### src/rtl/periodic_deadline_scheduler_assert.svh
// ----------------------------------------------------------------------------
// Periodic deadline scheduler assertion macros
// Implication checks on the scheduler's own logic.
// ----------------------------------------------------------------------------
`ifndef PERIODIC_DEADLINE_SCHEDULER_ASSERT_SVH
`define PERIODIC_DEADLINE_SCHEDULER_ASSERT_SVH
`ifndef ASSERT_OFF
// same-cycle implication
`define PDS_ASSERT_IMP(lbl, clk, rst_n, ante, cons) \
    lbl: assert property (@(posedge clk) disable iff (!rst_n) (ante) |-> (cons)) \
        else $error("pds assertion failed");
// next-cycle implication
`define PDS_ASSERT_NXT(lbl, clk, rst_n, ante, cons) \
    lbl: assert property (@(posedge clk) disable iff (!rst_n) (ante) |=> (cons)) \
        else $error("pds assertion failed");
`else
`define PDS_ASSERT_IMP(lbl, clk, rst_n, ante, cons)
`define PDS_ASSERT_NXT(lbl, clk, rst_n, ante, cons)
`endif
`endif

### src/rtl/pds_pkg.sv
// ----------------------------------------------------------------------------
// pds_pkg
// Shared types and constants of the periodic deadline scheduler.
// ----------------------------------------------------------------------------
package pds_pkg;
    localparam int SLOTS   = 16;
    localparam int MAX_RES = 16;
    localparam int IDX_W   = $clog2(SLOTS);
    localparam int CNT_W   = $clog2(SLOTS + 1);
    localparam int FI_W    = $clog2(MAX_RES);
    localparam int NF_W    = $clog2(MAX_RES + 1);
    localparam int DL_W    = 48;

    typedef logic [IDX_W-1:0] t_idx;
    typedef logic [CNT_W-1:0] t_cnt;
    typedef logic [NF_W-1:0]  t_nf;

    localparam t_cnt SLOTS_CNT = t_cnt'(SLOTS);
    localparam t_nf  MAX_NF    = t_nf'(MAX_RES);
    localparam logic [31:0] TPM_RESET = 32'd60000000;

    typedef enum logic [1:0] {
        K_ADD    = 2'd0,
        K_REMOVE = 2'd1,
        K_TICK   = 2'd2,
        K_NONE   = 2'd3
    } t_kind;

    typedef enum logic [1:0] {
        ST_OK      = 2'd0,
        ST_IGNORED = 2'd1,
        ST_FULL    = 2'd2
    } t_status;

    typedef struct packed {
        logic [7:0]      channel;
        logic [15:0]     interval;
        logic [DL_W-1:0] deadline;
    } t_slot;

    typedef struct packed {
        logic  en;
        t_idx  addr;
        t_slot data;
    } t_wr_port;

    typedef enum logic [4:0] {
        S_IDLE, S_FIND_RD, S_FIND_CHK, S_MUL, S_SUM, S_INS_RD, S_INS_CHK,
        S_SHF_RD, S_SHF_WR, S_INS_WR, S_REM_RD, S_REM_WR, S_TICK_RD,
        S_TICK_CHK, S_FIN_RD, S_FIN_CHK, S_EMIT
    } t_state;
endpackage

### src/rtl/pds_slot_ram.sv
// ----------------------------------------------------------------------------
// pds_slot_ram
// Slot table storage: one write port, one registered read port.
// ----------------------------------------------------------------------------
module pds_slot_ram (
    input  logic              i_clk,
    input  pds_pkg::t_idx     i_rd_addr,
    output pds_pkg::t_slot    o_rd_data,
    input  pds_pkg::t_wr_port i_wr
);
    pds_pkg::t_slot mem [pds_pkg::SLOTS];

    always_ff @(posedge i_clk) begin
        if (i_wr.en) begin
            mem[i_wr.addr] <= i_wr.data;
        end
    end

    always_ff @(posedge i_clk) begin
        o_rd_data <= mem[i_rd_addr];
    end
endmodule

### src/rtl/periodic_deadline_scheduler.sv
// ----------------------------------------------------------------------------
// periodic_deadline_scheduler
// Deadline-sorted table of periodic channels with add, remove and tick.
// ----------------------------------------------------------------------------
// One item at a time: busy is high from acceptance until the last result has
// been shown. The sorted table sits in a RAM with one write port and one
// registered read port, and every walk over it reads and then checks or
// writes one entry at a time. An add looks for a duplicate and then inserts in
// deadline order, a remove finds the entry and pulls the later ones down, and a
// tick moves each channel that falls due to its new place. Results then follow
// at one per cycle, each held for exactly one cycle under o_valid; the receiver
// cannot stall them. queue_nonempty and next_delay describe the table after
// the whole transaction and repeat on every result of it.
module periodic_deadline_scheduler (
    input  logic        i_clk,
    input  logic        i_rst_n,
    input  logic        start,
    output logic        busy,
    input  logic [1:0]  i_kind,
    input  logic [7:0]  i_channel_id,
    input  logic [15:0] i_interval_minutes,
    input  logic [47:0] i_now,
    input  logic        i_cfg_we,
    input  logic [31:0] i_cfg_wdata,
    output logic        o_valid,
    output logic [1:0]  o_status,
    output logic        o_fired,
    output logic [7:0]  o_fired_channel,
    output logic        o_queue_nonempty,
    output logic [47:0] o_next_delay,
    output logic        o_last
);
`include "periodic_deadline_scheduler_assert.svh"

    pds_pkg::t_state   r_state, n_state;
    pds_pkg::t_cnt     r_count, n_count;
    pds_pkg::t_cnt     r_idx, n_idx;
    pds_pkg::t_cnt     r_pos, n_pos;
    pds_pkg::t_kind    r_kind, n_kind;
    logic [7:0]        r_id, n_id;
    logic [47:0]       r_now, n_now;
    logic [31:0]       r_tpm;
    pds_pkg::t_status  r_status, n_status;
    logic [7:0]        r_new_ch, n_new_ch;
    logic [15:0]       r_new_iv, n_new_iv;
    logic [47:0]       r_new_dl, n_new_dl;
    logic [47:0]       r_prod;
    pds_pkg::t_nf      r_nfired, n_nfired;
    pds_pkg::t_nf      r_emit, n_emit;
    logic [7:0]        r_fired [pds_pkg::MAX_RES];
    logic              fire_we;
    logic [47:0]       r_delay, n_delay;
    logic              r_nonempty, n_nonempty;
    logic [48:0]       sum;
    logic              emit_last;

    pds_pkg::t_idx     rd_addr;
    pds_pkg::t_slot    rd_data;
    pds_pkg::t_wr_port wr;

    pds_slot_ram u_ram (
        .i_clk     (i_clk),
        .i_rd_addr (rd_addr),
        .o_rd_data (rd_data),
        .i_wr      (wr)
    );

    assign sum       = {1'b0, r_now} + {1'b0, r_prod};
    assign emit_last = (r_nfired == '0) || (r_emit == r_nfired - pds_pkg::t_nf'(1));

    // next state
    always_comb begin
        n_state = r_state;
        unique case (r_state)
            pds_pkg::S_IDLE: begin
                if (start) begin
                    unique case (pds_pkg::t_kind'(i_kind))
                        pds_pkg::K_ADD:    n_state = (i_interval_minutes == '0) ?
                                                     pds_pkg::S_FIN_RD : pds_pkg::S_FIND_RD;
                        pds_pkg::K_REMOVE: n_state = pds_pkg::S_FIND_RD;
                        pds_pkg::K_TICK:   n_state = pds_pkg::S_TICK_RD;
                        default:           n_state = pds_pkg::S_FIN_RD;
                    endcase
                end
            end
            pds_pkg::S_FIND_RD: begin
                if (r_idx < r_count) begin
                    n_state = pds_pkg::S_FIND_CHK;
                end else if (r_kind == pds_pkg::K_ADD && r_count < pds_pkg::SLOTS_CNT) begin
                    n_state = pds_pkg::S_MUL;
                end else begin
                    n_state = pds_pkg::S_FIN_RD;
                end
            end
            pds_pkg::S_FIND_CHK: begin
                if (rd_data.channel == r_id) begin
                    n_state = (r_kind == pds_pkg::K_ADD) ? pds_pkg::S_FIN_RD : pds_pkg::S_REM_RD;
                end else begin
                    n_state = pds_pkg::S_FIND_RD;
                end
            end
            pds_pkg::S_REM_RD: begin
                if (r_idx + pds_pkg::t_cnt'(1) < r_count) begin
                    n_state = pds_pkg::S_REM_WR;
                end else begin
                    n_state = (r_kind == pds_pkg::K_TICK) ? pds_pkg::S_MUL : pds_pkg::S_FIN_RD;
                end
            end
            pds_pkg::S_REM_WR:   n_state = pds_pkg::S_REM_RD;
            pds_pkg::S_MUL:      n_state = pds_pkg::S_SUM;
            pds_pkg::S_SUM:      n_state = pds_pkg::S_INS_RD;
            pds_pkg::S_INS_RD:   n_state = (r_idx < r_count) ? pds_pkg::S_INS_CHK
                                                              : pds_pkg::S_SHF_RD;
            pds_pkg::S_INS_CHK:  n_state = (r_new_dl < rd_data.deadline) ? pds_pkg::S_SHF_RD
                                                                          : pds_pkg::S_INS_RD;
            pds_pkg::S_SHF_RD:   n_state = (r_idx > r_pos) ? pds_pkg::S_SHF_WR
                                                            : pds_pkg::S_INS_WR;
            pds_pkg::S_SHF_WR:   n_state = pds_pkg::S_SHF_RD;
            pds_pkg::S_INS_WR:   n_state = (r_kind == pds_pkg::K_ADD) ? pds_pkg::S_FIN_RD
                                                                       : pds_pkg::S_TICK_RD;
            pds_pkg::S_TICK_RD:  n_state = (r_count == '0) ? pds_pkg::S_FIN_RD
                                                            : pds_pkg::S_TICK_CHK;
            pds_pkg::S_TICK_CHK: n_state = (rd_data.deadline < r_now) ? pds_pkg::S_REM_RD
                                                                       : pds_pkg::S_FIN_RD;
            pds_pkg::S_FIN_RD:   n_state = (r_count == '0) ? pds_pkg::S_EMIT
                                                            : pds_pkg::S_FIN_CHK;
            pds_pkg::S_FIN_CHK:  n_state = pds_pkg::S_EMIT;
            pds_pkg::S_EMIT:     n_state = emit_last ? pds_pkg::S_IDLE : pds_pkg::S_EMIT;
            default:             n_state = pds_pkg::S_IDLE;
        endcase
    end

    // datapath and memory control
    always_comb begin
        n_count    = r_count;
        n_idx      = r_idx;
        n_pos      = r_pos;
        n_kind     = r_kind;
        n_id       = r_id;
        n_now      = r_now;
        n_status   = r_status;
        n_new_ch   = r_new_ch;
        n_new_iv   = r_new_iv;
        n_new_dl   = r_new_dl;
        n_nfired   = r_nfired;
        n_emit     = r_emit;
        n_delay    = r_delay;
        n_nonempty = r_nonempty;
        fire_we    = 1'b0;
        rd_addr    = '0;
        wr.en      = 1'b0;
        wr.addr    = r_idx[pds_pkg::IDX_W-1:0];
        wr.data    = rd_data;
        unique case (r_state)
            pds_pkg::S_IDLE: begin
                n_kind   = pds_pkg::t_kind'(i_kind);
                n_id     = i_channel_id;
                n_now    = i_now;
                n_idx    = '0;
                n_nfired = '0;
                n_emit   = '0;
                n_new_ch = i_channel_id;
                n_new_iv = i_interval_minutes;
                n_status = pds_pkg::ST_OK;
                if (pds_pkg::t_kind'(i_kind) == pds_pkg::K_NONE ||
                    (pds_pkg::t_kind'(i_kind) == pds_pkg::K_ADD && i_interval_minutes == '0)) begin
                    n_status = pds_pkg::ST_IGNORED;
                end
            end
            pds_pkg::S_FIND_RD: begin
                rd_addr = r_idx[pds_pkg::IDX_W-1:0];
                if (!(r_idx < r_count)) begin
                    if (r_kind == pds_pkg::K_REMOVE) begin
                        n_status = pds_pkg::ST_IGNORED;
                    end else if (r_count >= pds_pkg::SLOTS_CNT) begin
                        n_status = pds_pkg::ST_FULL;
                    end
                end
            end
            pds_pkg::S_FIND_CHK: begin
                if (rd_data.channel == r_id) begin
                    if (r_kind == pds_pkg::K_ADD) begin
                        n_status = pds_pkg::ST_IGNORED;
                    end
                end else begin
                    n_idx = r_idx + pds_pkg::t_cnt'(1);
                end
            end
            pds_pkg::S_REM_RD: begin
                rd_addr = pds_pkg::t_idx'(r_idx + pds_pkg::t_cnt'(1));
                if (!(r_idx + pds_pkg::t_cnt'(1) < r_count)) begin
                    n_count = r_count - pds_pkg::t_cnt'(1);
                end
            end
            pds_pkg::S_REM_WR: begin
                // pull the next entry down one slot
                wr.en = 1'b1;
                n_idx = r_idx + pds_pkg::t_cnt'(1);
            end
            pds_pkg::S_MUL: ;
            pds_pkg::S_SUM: begin
                n_new_dl = sum[48] ? '1 : sum[47:0];
                n_idx    = '0;
            end
            pds_pkg::S_INS_RD: begin
                rd_addr = r_idx[pds_pkg::IDX_W-1:0];
                if (!(r_idx < r_count)) begin
                    n_pos = r_idx;
                end
            end
            pds_pkg::S_INS_CHK: begin
                // new entry goes after its equals
                if (r_new_dl < rd_data.deadline) begin
                    n_pos = r_idx;
                    n_idx = r_count;
                end else begin
                    n_idx = r_idx + pds_pkg::t_cnt'(1);
                end
            end
            pds_pkg::S_SHF_RD: begin
                rd_addr = pds_pkg::t_idx'(r_idx - pds_pkg::t_cnt'(1));
            end
            pds_pkg::S_SHF_WR: begin
                wr.en = 1'b1;
                n_idx = r_idx - pds_pkg::t_cnt'(1);
            end
            pds_pkg::S_INS_WR: begin
                wr.en            = 1'b1;
                wr.addr          = r_pos[pds_pkg::IDX_W-1:0];
                wr.data.channel  = r_new_ch;
                wr.data.interval = r_new_iv;
                wr.data.deadline = r_new_dl;
                n_count          = r_count + pds_pkg::t_cnt'(1);
            end
            pds_pkg::S_TICK_RD: begin
                rd_addr = '0;
            end
            pds_pkg::S_TICK_CHK: begin
                if (rd_data.deadline < r_now) begin
                    n_new_ch = rd_data.channel;
                    n_new_iv = rd_data.interval;
                    n_idx    = '0;
                    if (r_nfired < pds_pkg::MAX_NF) begin
                        fire_we  = 1'b1;
                        n_nfired = r_nfired + pds_pkg::t_nf'(1);
                    end
                end
            end
            pds_pkg::S_FIN_RD: begin
                rd_addr = '0;
                if (r_count == '0) begin
                    n_nonempty = 1'b0;
                    n_delay    = '0;
                end
            end
            pds_pkg::S_FIN_CHK: begin
                n_nonempty = 1'b1;
                n_delay    = (r_now > rd_data.deadline) ? 48'd1 : rd_data.deadline - r_now;
            end
            pds_pkg::S_EMIT: begin
                n_emit = r_emit + pds_pkg::t_nf'(1);
            end
            default: ;
        endcase
    end

    always_ff @(posedge i_clk) begin
        if (!i_rst_n) begin
            r_state <= pds_pkg::S_IDLE;
            r_count <= '0;
            r_tpm   <= pds_pkg::TPM_RESET;
        end else begin
            r_state <= n_state;
            r_count <= n_count;
            if (i_cfg_we) begin
                r_tpm <= i_cfg_wdata;
            end
        end
    end

    always_ff @(posedge i_clk) begin
        r_idx      <= n_idx;
        r_pos      <= n_pos;
        r_kind     <= n_kind;
        r_id       <= n_id;
        r_now      <= n_now;
        r_status   <= n_status;
        r_new_ch   <= n_new_ch;
        r_new_iv   <= n_new_iv;
        r_new_dl   <= n_new_dl;
        r_nfired   <= n_nfired;
        r_emit     <= n_emit;
        r_delay    <= n_delay;
        r_nonempty <= n_nonempty;
        r_prod     <= 48'(r_new_iv) * 48'(r_tpm);
        if (fire_we) begin
            r_fired[r_nfired[pds_pkg::FI_W-1:0]] <= rd_data.channel;
        end
    end

    // outputs
    always_comb begin
        busy             = (r_state != pds_pkg::S_IDLE);
        o_valid          = (r_state == pds_pkg::S_EMIT);
        o_status         = r_status;
        o_fired          = (r_nfired != '0);
        o_fired_channel  = (r_nfired != '0) ? r_fired[r_emit[pds_pkg::FI_W-1:0]] : 8'd0;
        o_queue_nonempty = r_nonempty;
        o_next_delay     = r_delay;
        o_last           = emit_last;
    end

    `PDS_ASSERT_IMP(a_count_bound, i_clk, i_rst_n, 1'b1, r_count <= pds_pkg::SLOTS_CNT)
    `PDS_ASSERT_NXT(a_accept_busy, i_clk, i_rst_n, start && !busy, busy)
    `PDS_ASSERT_NXT(a_burst_end, i_clk, i_rst_n, o_valid && o_last, !o_valid)
    `PDS_ASSERT_IMP(a_fired_ok, i_clk, i_rst_n, o_valid && o_fired, o_status == pds_pkg::ST_OK)
endmodule

### config.mk
export PLATFORM = sky130hd
export DESIGN_NAME = periodic_deadline_scheduler
export DESIGN_NICKNAME = d
export VERILOG_FILES = /design/src/rtl/pds_pkg.sv /design/src/rtl/pds_slot_ram.sv /design/src/rtl/periodic_deadline_scheduler.sv
export VERILOG_INCLUDE_DIRS = /design/src /design/src/rtl
export SDC_FILE = /design/constraint.sdc
export NUM_CORES = 2
export LEC_CHECK = 0
export CAP_MARGIN = 20
export CORE_MARGIN = 2
export CORE_UTILIZATION = 55
export DETAILED_ROUTE_END_ITERATION = 10
export DONT_BUFFER_PORTS = 1
export PLACE_DENSITY = 0.74
export SETUP_SLACK_MARGIN = 0.15
export SLEW_MARGIN = 20
export SYNTH_ARGS = -nofsm -noshare
export SYNTH_HDL_FRONTEND = slang
export SYNTH_HIERARCHICAL = 1
export SYNTH_SLANG_ARGS = --single-unit
### constraint.sdc
create_clock -name i_clk -period 7.1 [get_ports i_clk]
set_input_delay 1.065 -clock i_clk [delete_from_list [all_inputs] [get_ports i_clk]]
set_output_delay 1.065 -clock i_clk [all_outputs]
set_load 0.02 [all_outputs]
==> summary.txt <==
Setup path
  • Worst Reg-to-Reg Cells: 24
  • Critical Path Source Type: flip-flop
  • R2R setup slack: between 0.4 and 0.5 ns
  • CP bufs+invs: 6
  • Reg-to-reg endpoint: r_prod[47]
  • CP Capture Type: flip-flop
  • Max stage delay on crit path: 0.53 ns
  • R2R Path Start: r_new_iv[2]
  • Critical Path RT: 7.77 ns
  • Crit Path Max Fanout: 17
  • Worst-path cell chain: buf_12 -> buf_4 -> nand2_1 -> fa_1 -> fa_1 -> fa_1 -> inv_1 -> fa_1 -> fa_1 -> inv_1 -> fa_1 -> inv_1 -> ha_1 -> nand2_1 -> nor3_2 -> nand2_1 -> a21oi_2 -> o31ai_4 -> o41ai_2 -> buf_4 -> a31oi_2 -> o31a_1 -> a31o_2 -> xnor2_1
  • Largest delay share family, worst path: adder cells
  • Worst Path Arrival: ~7.4 ns
  • Most used cell, CP: fa_1
  • Slowest CP cell: fa_1
  • Crit Path Category: flip-flop to flip-flop

Floorplan
  • Starting Density: 55.4%
  • Io pins: 173
  • Row count: 143
  • Core area: between 150000 and 200000 sq um
  • Total Die Area: 156000 sq um
  • Die extent in x: about 400 um
  • Die Height: 395 um

Detailed routing
  • Routed len/inst: 26.4 um
  • Residual DRC: 0
  • Max Used Layer: met4
  • Iter 0 DRT Violations: between 5000 and 6000
  • Met2 WL: 101000 um
  • Routed WL: about 220000 um
  • DRT met1 WL: approximately 86000 um
  • Vias: 50500
  • Antenna-violating nets left: 0
  • Vias per cell: between 6 and 7
  • Met3 Wirelength: 21700 um
  • First drt pass iteration count: 6

Logic synthesis
  • Cells after synthesis: about 6000
  • Post-synth cell types: 72
  • Ys Warns: 6
  • Mapped Avg Cell Area: ~14 sq um
  • FFs w/ async S/R, synth: 0%
  • Syn nets: 6794
  • Number of enable flip-flop cells after synthesis: 1481
  • Post-Synthesis Cell Area: approximately 84000 sq um
  • Sequential element share of the synthesized area: between 50% and 60%
  • Post-synth top flop: edfxtp_1
  • #FFs+latches synth: approximately 1600

Placement
  • Hpwl dp: 143000 um
  • RD Place Congestion: between 0.9 and 1
  • Port bufs: 0

CTS
  • H-Tree Depth: 4
  • Clock-pin slew on the worst setup and hold paths: around 0.070 ns
  • Inserted Clock Buffers: around 170
  • CTS sink cnt: roughly 1600
  • CTS tree: built
  • # hold bufs at CTS: 0
  • Clk Latency, worst-skew pair: 0.80 ns
  • CTS root buffer: clkbuf_16
  • CTS max path bufs: 3

Global route
  • Largest net degree at the start of global routing: 105
  • Initial antenna violation count: 10
  • First-pass GRT wire length: approximately 320000 um
  • Vias in the first global route: ~51000
  • Grt total ovfl: 0
  • Global Route Usage Sum: 28.0%

STA
  • RSZ-0062 raised after global routing: false
  • Tcrit/Tclk final: between 90 and 100%
  • Final Max Tran Viols: 0
  • Post-layout min period: 6.68 ns
  • Final hold vios: 0
  • # setup viols final: 0
  • TNS Setup: 0 ns
  • Hold slack final: 0.356 ns
  • Clk_skew: around 0.037 ns
  • Slew HR: a little over a quarter
  • Least-Margin Pin Slew: 1.08 ns
  • Upper clock frequency limit: ~0.15 GHz

Hold path
  • Hold depth: 0
  • Worst hold endpoint: r_now[24]
  • Hold Crit Start: i_now[24]
  • Hold Path Class: primary input to flip-flop

Cells and area
  • Share of cells above drive strength 1: between 10% and 20%
  • FILL cells: ~11000
  • Multi-input logic area: ~33000 sq um
  • Layout area overhead: 10.4%
  • Net count, final: 6880
  • Storage cell area: around 48000 sq um

Job
  • Max_cap viols: 0

Run status
  • Status: finished, final reports clean
==> what timing repair did <==
action,CTS,global route
buffers inserted,0,7
endpoints found under the hold margin,0,0
resized for setup,3,17
pin swaps,0,2
setup endpoints to repair,3,12
==> cells in the mapped netlist, types with 5 or more instances <==
library cell     n  area (sq um)
mux4_2         328          7390
o21bai_1        24           180
inv_1          587          2200
a211oi_1        22           165
clkbuf_1       216           811
xnor2_1         97           850
nand3b_1         5          37.5
o22ai_1          7          43.8
buf_6           19           214
ha_1           287          3590
nor4_1          17           106
a211o_1          5          43.8
a21o_1         108           811
and2_1         250          1560
nand2b_1        34           213
o31ai_1          9          67.6
dfxtp_1        166          3320
o211ai_1        12          90.1
a21boi_0         8          60.1
nand2_1        742          2790
buf_4           13          97.6
nor3_1          42           210
o21ai_0        164           821
a22oi_1        144          1080
fa_1           421          8430
nand3_1         44           220
and3_1          20           125
o31a_1           9          78.8
o41ai_1          5          43.8
a221oi_1         7          61.3
nand4_1         30           188
edfxtp_1      1481         44500
a221o_1          8          80.1
a21oi_1        176           881
mux2i_1         36           360
buf_2           12          60.1
nor2_1         190           713
buf_1           21          78.8
nor2b_1         44           275
or2_2            8          50.1
a31oi_1         25           156
nor3b_1          5          37.5
o21a_1          19           143
and4_1           9          78.8
xor2_1          56           490
==> worst max-delay path by stage <==
stage	slack, ns	cells past startpoint	start	endpoint
floorplan	-0.36	7	r_state[0]	u_ram/mem[4][0]
global placement	0.09	22	r_tpm[9]	r_prod[41]
detailed placement	0.09	23	r_tpm[10]	r_prod[41]
CTS	0.16	23	r_tpm[13]	r_prod[47]
global route	0.09	24	r_new_iv[2]	r_prod[47]
finish	0.42	24	r_new_iv[2]	r_prod[47]
==> state kept, by name, indices dropped and copies added, names as in the netlist, 8 cells and up, named ones only <==
signal and cells:
r_new_ch 8, u_ram/mem 1152, u_ram/o_rd_data 72, r_prod 48, r_new_iv 16, r_id 8
r_tpm 32, o_next_delay 48, r_new_dl 48, r_now 48, r_fired 128
==> area by class of cell <==
type | count | share of cell area, %
multi-input cells | 3461 | 35.7
clock buffers | 215 | 4.90
clock inverters | 92 | 0.895
diodes | 16 | 0.0431
repair buffers | 200 | 1.92
flip-flops and latches | 1647 | 51.4
inverters | 587 | 2.37
well taps | 2030 | 2.73
==> stage by stage <==
stage | util (%) | std cells | setup WS [ns] | instance area [sq um]
after floorplan | - | 5976 | -0.358 | 84200
final | 61.2 | 8248 | 0.421 | 93000
after detailed placement | 57.5 | 7917 | 0.0892 | 87400
after global placement | 57.5 | 7916 | 0.0889 | 87300
after global routing | 61.2 | 8243 | 0.0933 | 92900
after CTS | 61.1 | 8224 | 0.160 | 92800
==> cells by family after synthesis <==
| kind of cell | after synthesis | synth area share, % |
|---|---|---|
| muxes | 364 | 9.20 |
| adders and majority gates | 708 | 14.3 |
| DFF | 1647 | 56.8 |
| xor gates and xnor gates | 153 | 1.59 |
| AOI/OAI and AO/OA | 788 | 6.11 |
| and+or+nand+nor | 1448 | 7.92 |
| buffers and inverters | 868 | 4.12 |
==> placed cells by master (no fill, tap or decap), types with 23 or more instances in the layout <==
cell	Yosys	layout
nor2_1	190	175
nand4_1	30	30
nor3_1	42	34
ha_1	287	287
clkbuf_16	0	169
nand3_1	44	44
and2_1	250	249
mux2i_1	36	36
o21bai_1	24	24
xor2_1	56	56
buf_4	13	178
edfxtp_1	1481	1481
inv_1	587	586
xnor2_1	97	97
a31oi_1	25	23
a22oi_1	144	144
nand2_1	742	741
a21o_1	108	107
nand2b_1	34	34
nor2b_1	44	42
mux4_2	328	328
clkbuf_1	216	31
clkinv_2	0	35
fa_1	421	421
dfxtp_1	166	156
o21ai_0	164	157
a21oi_1	176	175
==> layer usage <==
layer | up-vias | GRT usage [%]
li1 | 21700 | -
met1 | 25800 | 39.6
met2 | 2582 | 43.3
met3 | 415 | 5.98
met4 | 0 | 10.1
met5 | - | 0
Power is left out: the tool's default activity adds up to more than one toggle a clock period on the data nets, which glitch-free logic cannot reach.
